File: src/rtl/core/ulj_pkg.sv
package ulj_pkg;

    localparam int unsigned CFG_IDX_W = 1;

    localparam logic [CFG_IDX_W-1:0] REG_SERVER_ROLE   = 1'd0;
    localparam logic [CFG_IDX_W-1:0] REG_SENDER_STREAM = 1'd1;

    localparam logic [31:0] CONNECT_WORD = 32'h3637_3839;
    localparam logic [31:0] REPLY_WORD   = 32'h3938_3736;

    localparam logic [29:0] NS_PER_S  = 30'd1_000_000_000;
    localparam logic [9:0]  NS_PER_US = 10'd1000;

    localparam int unsigned ACC_W = 40;
    localparam logic [ACC_W-1:0] ACC_MAX = {ACC_W{1'b1}};

    localparam int unsigned MIN_WORD_LEN  = 4;
    localparam int unsigned MIN_COUNT_LEN = 16;

    localparam logic [1:0] CLS_IN_ORDER = 2'd0;
    localparam logic [1:0] CLS_GAP      = 2'd1;
    localparam logic [1:0] CLS_FILL     = 2'd2;
    localparam logic [1:0] CLS_DUP      = 2'd3;

    // queue depths between the parts
    localparam int unsigned MQ_DEPTH = 2;
    localparam int unsigned MQ_PTR_W = $clog2(MQ_DEPTH);
    localparam int unsigned MQ_CNT_W = $clog2(MQ_DEPTH + 1);
    localparam int unsigned RQ_DEPTH = 2;
    localparam int unsigned RQ_PTR_W = $clog2(RQ_DEPTH);
    localparam int unsigned RQ_CNT_W = $clog2(RQ_DEPTH + 1);

    typedef struct packed {
        logic [31:0] first_word;
        logic [15:0] length;
        logic [31:0] sent_seconds;
        logic [31:0] sent_micros;
        logic [31:0] sequence_req;
        logic [63:0] arrival_ns;
        logic        omitting;
    } in_item_t;

    typedef struct packed {
        logic        send_reply;
        logic        begin_sending;
        logic        counted;
        logic [1:0]  class_code;
        logic [31:0] lost_total;
        logic [31:0] reorder_total;
        logic [31:0] duplicate_total;
        logic [63:0] packet_total;
        logic [63:0] byte_total;
        logic [31:0] jitter_ns;
        logic [31:0] first_sequence;
        logic [31:0] highest_sequence;
    } result_t;

    // classified request handed from front to back
    typedef struct packed {
        logic        reply;
        logic        begin_tx;
        logic        count;
        logic [31:0] seq;
        logic [15:0] len;
        logic [63:0] transit;
    } mid_entry_t;

    function automatic logic [31:0] swap32(input logic [31:0] w);
        return {w[7:0], w[15:8], w[23:16], w[31:24]};
    endfunction

    function automatic logic word_is(input logic [31:0] w, input logic [31:0] key);
        return (w == key) || (swap32(w) == key);
    endfunction

endpackage

File: src/rtl/core/udp_receive_loss_jitter_monitor.sv
// Channel   | Handshake              | Payload
// ----------+------------------------+------------------------------------
// input     | push / full            | item   (in_item_t)
// results   | empty / pop            | result (result_t), oldest first
// config    | cfg_valid / cfg_ready  | cfg_index, cfg_data[0]
//
// One result per request. The back end handles one request at a time in two steps
// (take and classify, then update counters and jitter) before taking the next; a
// request passes the front register, mid queue, back end and result queue in order.
// The front stage computes the sender time products and transit; a two-entry
// queue separates it from the back end, and a two-entry result queue absorbs
// short pop stalls before input backs up. Reset clears all statistics and config.
module udp_receive_loss_jitter_monitor
    import ulj_pkg::*;
(
    input  logic                 clk,
    input  logic                 rst_n,
    input  logic                 push,
    output logic                 full,
    input  in_item_t             item,
    output logic                 empty,
    input  logic                 pop,
    output result_t              result,
    input  logic                 cfg_valid,
    output logic                 cfg_ready,
    input  logic [CFG_IDX_W-1:0] cfg_index,
    input  logic [31:0]          cfg_data
);

    logic       mid_valid;
    mid_entry_t mid_entry;
    logic       mid_pop;
    logic       res_full;
    logic       res_push;
    result_t    res_data;

    assign cfg_ready = 1'b1;

    ulj_front u_front (
        .clk       (clk),
        .rst_n     (rst_n),
        .push      (push),
        .full      (full),
        .item      (item),
        .cfg_valid (cfg_valid),
        .cfg_index (cfg_index),
        .cfg_data  (cfg_data),
        .mid_valid (mid_valid),
        .mid_entry (mid_entry),
        .mid_pop   (mid_pop)
    );

    ulj_back u_back (
        .clk       (clk),
        .rst_n     (rst_n),
        .mid_valid (mid_valid),
        .mid_entry (mid_entry),
        .mid_pop   (mid_pop),
        .res_full  (res_full),
        .res_push  (res_push),
        .res_data  (res_data)
    );

    ulj_resq u_resq (
        .clk      (clk),
        .rst_n    (rst_n),
        .res_push (res_push),
        .res_data (res_data),
        .res_full (res_full),
        .empty    (empty),
        .pop      (pop),
        .result   (result)
    );

endmodule

File: src/rtl/core/ulj_front.sv
module ulj_front
    import ulj_pkg::*;
(
    input  logic                 clk,
    input  logic                 rst_n,
    input  logic                 push,
    output logic                 full,
    input  in_item_t             item,
    input  logic                 cfg_valid,
    input  logic [CFG_IDX_W-1:0] cfg_index,
    input  logic [31:0]          cfg_data,
    output logic                 mid_valid,
    output mid_entry_t           mid_entry,
    input  logic                 mid_pop
);

    logic server_role_reg, server_role_next;
    logic sender_stream_reg, sender_stream_next;

    logic        s1_valid_reg, s1_valid_next;
    logic        s1_reply_reg, s1_begin_reg, s1_count_reg;
    logic [31:0] s1_seq_reg;
    logic [15:0] s1_len_reg;
    logic [63:0] s1_arr_reg;
    logic [61:0] s1_ps_reg;
    logic [41:0] s1_pu_reg;

    logic        accept;
    logic        adv;
    logic        is_word;
    logic        reply_c, begin_c, count_c;
    logic [61:0] prod_s;
    logic [41:0] prod_u;
    logic [63:0] sent_ns;

    mid_entry_t            mq_mem [MQ_DEPTH];
    logic [MQ_PTR_W-1:0]   mq_wr_reg, mq_wr_next;
    logic [MQ_PTR_W-1:0]   mq_rd_reg, mq_rd_next;
    logic [MQ_CNT_W-1:0]   mq_cnt_reg, mq_cnt_next;
    logic                  mq_full;
    logic                  mq_push;
    mid_entry_t            mq_in;

    // config decode
    always_comb
    begin
        server_role_next   = server_role_reg;
        sender_stream_next = sender_stream_reg;
        if (cfg_valid)
        begin
            unique case (cfg_index)
                REG_SERVER_ROLE:   server_role_next   = cfg_data[0];
                REG_SENDER_STREAM: sender_stream_next = cfg_data[0];
                default: ;
            endcase
        end
    end

    assign mq_full = (mq_cnt_reg == MQ_CNT_W'(MQ_DEPTH));
    assign full    = s1_valid_reg && mq_full;
    assign accept  = push && !full;
    assign adv     = !s1_valid_reg || !mq_full;
    assign mq_push = s1_valid_reg && !mq_full;

    // classify on entry
    assign is_word = (item.length >= 16'(MIN_WORD_LEN)) &&
                     (server_role_reg ? word_is(item.first_word, CONNECT_WORD)
                                      : word_is(item.first_word, REPLY_WORD));
    assign reply_c = server_role_reg && is_word;
    assign begin_c = !server_role_reg && is_word;
    assign count_c = !is_word && !sender_stream_reg && !item.omitting &&
                     (item.length >= 16'(MIN_COUNT_LEN));

    assign prod_s = 62'(item.sent_seconds) * 62'(NS_PER_S);
    assign prod_u = 42'(item.sent_micros) * 42'(NS_PER_US);

    always_comb
    begin
        s1_valid_next = s1_valid_reg;
        if (adv)
        begin
            s1_valid_next = accept;
        end
    end

    assign sent_ns = 64'(s1_ps_reg) + 64'(s1_pu_reg);

    always_comb
    begin
        mq_in.reply    = s1_reply_reg;
        mq_in.begin_tx = s1_begin_reg;
        mq_in.count    = s1_count_reg;
        mq_in.seq      = s1_seq_reg;
        mq_in.len      = s1_len_reg;
        mq_in.transit  = s1_arr_reg - sent_ns;
    end

    always_comb
    begin
        mq_wr_next  = mq_wr_reg;
        mq_rd_next  = mq_rd_reg;
        mq_cnt_next = mq_cnt_reg;
        if (mq_push)
        begin
            mq_wr_next = (mq_wr_reg == MQ_PTR_W'(MQ_DEPTH - 1)) ? '0 : mq_wr_reg + 1'b1;
        end
        if (mid_pop)
        begin
            mq_rd_next = (mq_rd_reg == MQ_PTR_W'(MQ_DEPTH - 1)) ? '0 : mq_rd_reg + 1'b1;
        end
        if (mq_push && !mid_pop)
        begin
            mq_cnt_next = mq_cnt_reg + 1'b1;
        end
        else if (!mq_push && mid_pop)
        begin
            mq_cnt_next = mq_cnt_reg - 1'b1;
        end
    end

    assign mid_valid = (mq_cnt_reg != '0);
    assign mid_entry = mq_mem[mq_rd_reg];

    always_ff @(posedge clk or negedge rst_n)
    begin
        if (!rst_n)
        begin
            server_role_reg   <= 1'b0;
            sender_stream_reg <= 1'b0;
            s1_valid_reg      <= 1'b0;
            mq_wr_reg         <= '0;
            mq_rd_reg         <= '0;
            mq_cnt_reg        <= '0;
        end
        else
        begin
            server_role_reg   <= server_role_next;
            sender_stream_reg <= sender_stream_next;
            s1_valid_reg      <= s1_valid_next;
            mq_wr_reg         <= mq_wr_next;
            mq_rd_reg         <= mq_rd_next;
            mq_cnt_reg        <= mq_cnt_next;
        end
    end

    always_ff @(posedge clk)
    begin
        if (adv && accept)
        begin
            s1_reply_reg <= reply_c;
            s1_begin_reg <= begin_c;
            s1_count_reg <= count_c;
            s1_seq_reg   <= item.sequence_req;
            s1_len_reg   <= item.length;
            s1_arr_reg   <= item.arrival_ns;
            s1_ps_reg    <= prod_s;
            s1_pu_reg    <= prod_u;
        end
        if (mq_push)
        begin
            mq_mem[mq_wr_reg] <= mq_in;
        end
    end

endmodule

File: src/rtl/core/ulj_back.sv
module ulj_back
    import ulj_pkg::*;
(
    input  logic       clk,
    input  logic       rst_n,
    input  logic       mid_valid,
    input  mid_entry_t mid_entry,
    output logic       mid_pop,
    input  logic       res_full,
    output logic       res_push,
    output result_t    res_data
);

    localparam logic ST_TAKE   = 1'b0;
    localparam logic ST_FINISH = 1'b1;

    logic state_reg, state_next;

    logic             have_first_reg, have_first_next;
    logic [31:0]      expected_reg, expected_next;
    logic [31:0]      first_reg, first_next;
    logic [31:0]      top_reg, top_next;
    logic [31:0]      lost_reg, lost_next;
    logic [31:0]      reorder_reg, reorder_next;
    logic [31:0]      dup_reg, dup_next;
    logic [63:0]      pkt_reg, pkt_next;
    logic [63:0]      octet_reg, octet_next;
    logic [63:0]      prev_reg, prev_next;
    logic [ACC_W-1:0] acc_reg, acc_next;

    logic             reply_reg, reply_next;
    logic             begin_reg, begin_next;
    logic             counted_reg, counted_next;
    logic [1:0]       cls_reg, cls_next;
    logic [31:0]      gap_reg, gap_next;
    logic [ACC_W-1:0] mag_reg, mag_next;
    logic [ACC_W-1:0] dec_reg, dec_next;
    logic             jupd_reg, jupd_next;

    logic [31:0]      exp_eff;
    logic             in_order, ahead;
    logic [63:0]      diff_pos, diff_neg, mag_full;
    logic [ACC_W-1:0] mag_sat;
    logic [ACC_W:0]   acc_sum;
    logic [ACC_W-1:0] acc_sat;

    function automatic logic [31:0] sat_add32(input logic [31:0] a, input logic [31:0] b);
        logic [32:0] s;
        s = {1'b0, a} + {1'b0, b};
        return s[32] ? 32'hFFFF_FFFF : s[31:0];
    endfunction

    assign exp_eff  = have_first_reg ? expected_reg : mid_entry.seq;
    assign in_order = (mid_entry.seq == exp_eff);
    assign ahead    = (mid_entry.seq > exp_eff);

    assign diff_pos = mid_entry.transit - prev_reg;
    assign diff_neg = prev_reg - mid_entry.transit;
    assign mag_full = diff_pos[63] ? diff_neg : diff_pos;
    assign mag_sat  = (mag_full[63:ACC_W] != '0) ? ACC_MAX : mag_full[ACC_W-1:0];

    assign acc_sum = {1'b0, dec_reg} + {1'b0, mag_reg};
    assign acc_sat = acc_sum[ACC_W] ? ACC_MAX : acc_sum[ACC_W-1:0];

    always_comb
    begin
        state_next      = state_reg;
        have_first_next = have_first_reg;
        expected_next   = expected_reg;
        first_next      = first_reg;
        top_next        = top_reg;
        lost_next       = lost_reg;
        reorder_next    = reorder_reg;
        dup_next        = dup_reg;
        pkt_next        = pkt_reg;
        octet_next      = octet_reg;
        prev_next       = prev_reg;
        acc_next        = acc_reg;
        reply_next      = reply_reg;
        begin_next      = begin_reg;
        counted_next    = counted_reg;
        cls_next        = cls_reg;
        gap_next        = gap_reg;
        mag_next        = mag_reg;
        dec_next        = dec_reg;
        jupd_next       = jupd_reg;
        mid_pop         = 1'b0;
        res_push        = 1'b0;

        unique case (state_reg)
            ST_TAKE:
            begin
                if (mid_valid)
                begin
                    mid_pop      = 1'b1;
                    state_next   = ST_FINISH;
                    reply_next   = mid_entry.reply;
                    begin_next   = mid_entry.begin_tx;
                    counted_next = mid_entry.count;
                    cls_next     = CLS_IN_ORDER;
                    gap_next     = mid_entry.seq - exp_eff;
                    mag_next     = mag_sat;
                    dec_next     = acc_reg - (acc_reg >> 4);
                    jupd_next    = have_first_reg;
                    if (mid_entry.count)
                    begin
                        have_first_next = 1'b1;
                        if (!have_first_reg)
                        begin
                            first_next = mid_entry.seq;
                        end
                        if (mid_entry.seq > top_reg)
                        begin
                            top_next = mid_entry.seq;
                        end
                        pkt_next   = pkt_reg + 64'd1;
                        octet_next = octet_reg + 64'(mid_entry.len);
                        prev_next  = mid_entry.transit;
                        if (in_order || ahead)
                        begin
                            cls_next      = in_order ? CLS_IN_ORDER : CLS_GAP;
                            expected_next = mid_entry.seq + 32'd1;
                        end
                        else
                        begin
                            cls_next      = (lost_reg != '0) ? CLS_FILL : CLS_DUP;
                            expected_next = exp_eff;
                        end
                    end
                end
            end
            ST_FINISH:
            begin
                // hold until the result queue has room
                if (!res_full)
                begin
                    res_push   = 1'b1;
                    state_next = ST_TAKE;
                    if (counted_reg)
                    begin
                        unique case (cls_reg)
                            CLS_GAP:  lost_next = sat_add32(lost_reg, gap_reg);
                            CLS_FILL:
                            begin
                                lost_next    = lost_reg - 32'd1;
                                reorder_next = sat_add32(reorder_reg, 32'd1);
                            end
                            CLS_DUP:  dup_next = sat_add32(dup_reg, 32'd1);
                            default: ;
                        endcase
                        if (jupd_reg)
                        begin
                            acc_next = acc_sat;
                        end
                    end
                end
            end
            default: state_next = ST_TAKE;
        endcase
    end

    always_comb
    begin
        res_data.send_reply       = reply_reg;
        res_data.begin_sending    = begin_reg;
        res_data.counted          = counted_reg;
        res_data.class_code       = counted_reg ? cls_reg : CLS_IN_ORDER;
        res_data.lost_total       = lost_next;
        res_data.reorder_total    = reorder_next;
        res_data.duplicate_total  = dup_next;
        res_data.packet_total     = pkt_reg;
        res_data.byte_total       = octet_reg;
        res_data.jitter_ns        = (acc_next[ACC_W-1:36] != '0) ? 32'hFFFF_FFFF
                                                                 : acc_next[35:4];
        res_data.first_sequence   = first_reg;
        res_data.highest_sequence = top_reg;
    end

    always_ff @(posedge clk or negedge rst_n)
    begin
        if (!rst_n)
        begin
            state_reg      <= ST_TAKE;
            have_first_reg <= 1'b0;
            expected_reg   <= '0;
            first_reg      <= '0;
            top_reg        <= '0;
            lost_reg       <= '0;
            reorder_reg    <= '0;
            dup_reg        <= '0;
            pkt_reg        <= '0;
            octet_reg      <= '0;
            prev_reg       <= '0;
            acc_reg        <= '0;
        end
        else
        begin
            state_reg      <= state_next;
            have_first_reg <= have_first_next;
            expected_reg   <= expected_next;
            first_reg      <= first_next;
            top_reg        <= top_next;
            lost_reg       <= lost_next;
            reorder_reg    <= reorder_next;
            dup_reg        <= dup_next;
            pkt_reg        <= pkt_next;
            octet_reg      <= octet_next;
            prev_reg       <= prev_next;
            acc_reg        <= acc_next;
        end
    end

    always_ff @(posedge clk)
    begin
        reply_reg   <= reply_next;
        begin_reg   <= begin_next;
        counted_reg <= counted_next;
        cls_reg     <= cls_next;
        gap_reg     <= gap_next;
        mag_reg     <= mag_next;
        dec_reg     <= dec_next;
        jupd_reg    <= jupd_next;
    end

endmodule

File: src/rtl/core/ulj_resq.sv
module ulj_resq
    import ulj_pkg::*;
(
    input  logic    clk,
    input  logic    rst_n,
    input  logic    res_push,
    input  result_t res_data,
    output logic    res_full,
    output logic    empty,
    input  logic    pop,
    output result_t result
);

    result_t             rq_mem [RQ_DEPTH];
    logic [RQ_PTR_W-1:0] wr_reg, wr_next;
    logic [RQ_PTR_W-1:0] rd_reg, rd_next;
    logic [RQ_CNT_W-1:0] cnt_reg, cnt_next;
    logic                do_push, do_pop;

    assign res_full = (cnt_reg == RQ_CNT_W'(RQ_DEPTH));
    assign empty    = (cnt_reg == '0);
    assign do_push  = res_push && !res_full;
    assign do_pop   = pop && !empty;
    assign result   = rq_mem[rd_reg];

    always_comb
    begin
        wr_next  = wr_reg;
        rd_next  = rd_reg;
        cnt_next = cnt_reg;
        if (do_push)
        begin
            wr_next = (wr_reg == RQ_PTR_W'(RQ_DEPTH - 1)) ? '0 : wr_reg + 1'b1;
        end
        if (do_pop)
        begin
            rd_next = (rd_reg == RQ_PTR_W'(RQ_DEPTH - 1)) ? '0 : rd_reg + 1'b1;
        end
        if (do_push && !do_pop)
        begin
            cnt_next = cnt_reg + 1'b1;
        end
        else if (!do_push && do_pop)
        begin
            cnt_next = cnt_reg - 1'b1;
        end
    end

    always_ff @(posedge clk or negedge rst_n)
    begin
        if (!rst_n)
        begin
            wr_reg  <= '0;
            rd_reg  <= '0;
            cnt_reg <= '0;
        end
        else
        begin
            wr_reg  <= wr_next;
            rd_reg  <= rd_next;
            cnt_reg <= cnt_next;
        end
    end

    always_ff @(posedge clk)
    begin
        if (do_push)
        begin
            rq_mem[wr_reg] <= res_data;
        end
    end

endmodule

File: config.mk
export PLATFORM = sky130hd
export DESIGN_NAME = udp_receive_loss_jitter_monitor
export DESIGN_NICKNAME = d
export VERILOG_FILES = /design/src/rtl/core/ulj_pkg.sv /design/src/rtl/core/udp_receive_loss_jitter_monitor.sv /design/src/rtl/core/ulj_front.sv /design/src/rtl/core/ulj_back.sv /design/src/rtl/core/ulj_resq.sv
export SDC_FILE = /design/constraint.sdc
export NUM_CORES = 2
export LEC_CHECK = 0
export ABC_AREA = 1
export BUFFER_PORTS_ARGS = -buffer_cell sky130_fd_sc_hd__buf_2
export CAP_MARGIN = 10
export CORE_MARGIN = 2
export CORE_UTILIZATION = 47
export DETAILED_ROUTE_END_ITERATION = 10
export GPL_ROUTABILITY_DRIVEN = 0
export PLACE_DENSITY = 0.67
export SYNTH_ARGS = -nofsm -noshare
export SYNTH_HDL_FRONTEND = slang
export SYNTH_SLANG_ARGS = --single-unit
File: constraint.sdc
create_clock -name clk -period 19.99 [get_ports clk]
set_input_delay 0.9995 -clock clk [delete_from_list [all_inputs] [get_ports clk]]
set_output_delay 0.9995 -clock clk [all_outputs]
set_load 0.02 [all_outputs]
==> flow_summary.yaml <==
worst_setup_path:
  end_kind: "flip-flop"
  required_ns: 20.54
  critPathMaxStageDelay_ns: 0.59
  r2r-start: "u_front.mq_rd_reg$_DFFE_PN0P_"
  crit_top_cell: "fa_1"
  rr_endpoint: "u_back.expected_reg[29]$_DFFE_PN0P_"
  cp_slowest_cell: "fa_1"
  start_kind: "input port"
  crit_buf_inv: 6
  critPathMaxFanout: 8
  cp.arrival_ns: 7.36
  worstPathCellList: "buf_2, inv_1, fa_1, fa_1, fa_1, fa_1, fa_1, inv_1, fa_1, inv_1, fa_1, inv_1, ha_1, a21oi_1, inv_1, a31oi_1, o21ai_0, a21oi_1, a21boi_0, nor2_1, nand2_1, o211ai_1, xor2_1"
  cpLargestDelayFamily: "adder cells"
  ff2ff_path_depth: 21
  path_class: "input port to flip-flop"
  r2r_slack_ns: 13.48
clock_network:
  clock_path_buffers: 3
  cts_tree: "done"
  htree_levels: 4
  clkTransAtPathRegs_ns: 0.06
  numCtsBuffers: 171
  clock_latency_ns: 0.84
  clkSinkCount: 1642
  cts_setup_buffers: 0
  cts_hold_buf: 0
  post_cts_resized: 0
  root_buffer: "clkbuf_16"
yosys:
  syn_nets: 13389
  synth_largest_area_cell: "edfxtp_1"
  synth_fa_ha_area_frac: 0.171
  yosysTopAreaCellShare: 0.337
  post_synth_inst_count: 11935
  synthSimpleGateAreaFrac: 0.180
  synth-edff-count: 1205
  ys_seq_area_frac: 0.439
  ys_warn_count: 0
  synth_top_family_by_area: "simple AND/OR/NAND/NOR gates"
  synthArstFlopShare: 0.266
  synthMuxAreaShare: 0.000210
  synth.distinct_cells: 69
  synth_top_cells_by_area: "edfxtp_1, nand2_1, dfrtp_1, ha_1, fa_1"
  ys_ff_latch: 1642
  syn_avg_cell_area_sq_um: 9.00
  synth_compound_area_frac: 0.0933
  synth-xor-area-share: 0.0439
  ys_top_cells_by_count: "nand2_1, inv_1, edfxtp_1"
  syn_area_sq_um: 107000
  yosysMostFrequentCell: "nand2_1"
  ys_dominant_reg_cell: "edfxtp_1"
status:
  outcome: "completed"
grt:
  antenna_found_initial: 34
  grt_remaining_overflow: 0
  grt_pass1_vias: 82890
  grt_pass1_wl_um: 455000
  grt_max_degree: 122
  grtUsageTotal: 0.248
timing:
  hold_viol_final: 0
  clock.fmax_ghz: 0.147
  slew-limit-headroom: 0.278
  skew_ns: 0.0688
  post-route-min-period_ns: 6.81
  period_share: 0.341
  slew_viol_final: 0
  setup_tns_ns: 0
  rsz0062_at_grt: "false"
  setup_viol: 0
  max_slew.worst_pin.slew_ns: 1.08
place:
  dpl.hpwl_um: 227000
  io_buffers: 542
floorplan:
  die_h_um: 482
  die-area_sq_um: 232000
  io_pins: 575
  num_rows: 175
  coreArea_sq_um: 227000
  die_x_um: 482
  initial_core_util: 0.473
drt:
  first_pass_iters: 8
  wl_per_cell_um: 18.6
  vias: 84450
  wl_um: 292000
  first_iter_violations: 7468
  viasPerCell: 5.39
  drc_errors: 0
  ant_nets: 0
final_layout:
  top_regs: "u_resq.rq_mem: 650 flops, u_front.mq_mem: 230 flops"
  top_register: "u_resq.rq_mem"
  fillers: 20621
  syn_to_final_growth_pct: 11.2
  drive_gt1_frac: 0.0813
  largest_reg_flops: 650
  finalNetCount: 13947
job:
  drv_cap: 0
min_path:
  min_path_type: "input port to async pin"
-- cell families after synthesis --
kind of cell               count (synthesis)
muxes                                      2
xor gates and xnor gates                 538
buffers and inverters                   2047
adders and majority gates               1207
AOI/OAI and AO/OA                       1780
and+or+nand+nor                         4718
DFF                                     1642
other                                      1
-- metal layers --
| metal | track usage | wire length, um |
|---|---|---|
| met1 | 0.330 | 122000 |
| met2 | 0.411 | 137000 |
| met3 | 0.0335 | 19300 |
| met4 | 0.103 | 13000 |
| met5 | 0 | 186 |
-- metrics by stage --
stage	cell area [sq um]	utilization	setup slack (ns)	hold WS, ns	cells
final	119000	0.526	13.18	0.231	15661
after global routing	119000	0.526	12.84	0.255	15656
after CTS	119000	0.526	13.31	0.210	15650
after detailed placement	114000	0.499	12.44	0.432	15329
after global placement	114000	0.499	12.47	0.425	15329
after floorplan	107000	-	4.76	0.421	11935
-- cell usage in the layout, fill, tap and decap left out, types with 17 or more instances in the layout --
master,Yosys,final
ha_1,768,768
a21boi_0,33,33
fa_1,439,439
clkinv_1,4,18
nand3b_1,17,17
xnor2_1,195,195
buf_2,34,541
or2_2,83,83
nor2_2,17,17
o21a_1,74,74
xor2_1,343,343
edfxtp_1,1205,1205
o21ai_0,619,619
o22ai_1,28,28
o211ai_1,56,56
a21oi_1,655,655
a21o_1,38,38
buf_4,14,51
o21bai_1,69,69
nor2_1,812,806
clkinv_2,0,26
nor3_1,155,155
nand3_1,336,336
nand4_1,131,131
clkbuf_1,143,34
inv_1,1816,1814
dfrtp_1,437,434
clkbuf_16,0,174
nand2_1,3046,3045
nor4_1,77,77
a31oi_1,126,126
-- how the worst max path moves through the flow --
stage,from,endpoint,cells after the start
floorplan,u_resq.cnt_reg[1]$_DFFE_PN0P_,u_resq.rq_mem[1][0]$_DFFE_PP_,5
global placement,item[131],u_front.s1_ps_reg[58]$_DFFE_PP_,23
detailed placement,item[131],u_front.s1_ps_reg[58]$_DFFE_PP_,23
CTS,item[131],u_front.s1_ps_reg[58]$_DFFE_PP_,23
global route,u_front.mq_rd_reg$_DFFE_PN0P_,u_back.expected_reg[25]$_DFFE_PN0P_,21
finish,item[131],u_front.s1_ps_reg[58]$_DFFE_PP_,23
-- cell type report --
class	count	area, sq um	area share
Clock inverter	101	1300	0.0109
Inverter	1837	6910	0.0579
Tap cell	3009	3760	0.0315
Sequential cell	1642	47100	0.394
Clock buffer	220	4650	0.0389
Multi-Input combinational cell	8246	52600	0.440
Timing Repair Buffer	595	3150	0.0263
Antenna cell	11	27.5	0.000230
Power is left out: the tool's default activity adds up to more than one toggle a clock period on the data nets, which glitch-free logic cannot reach.
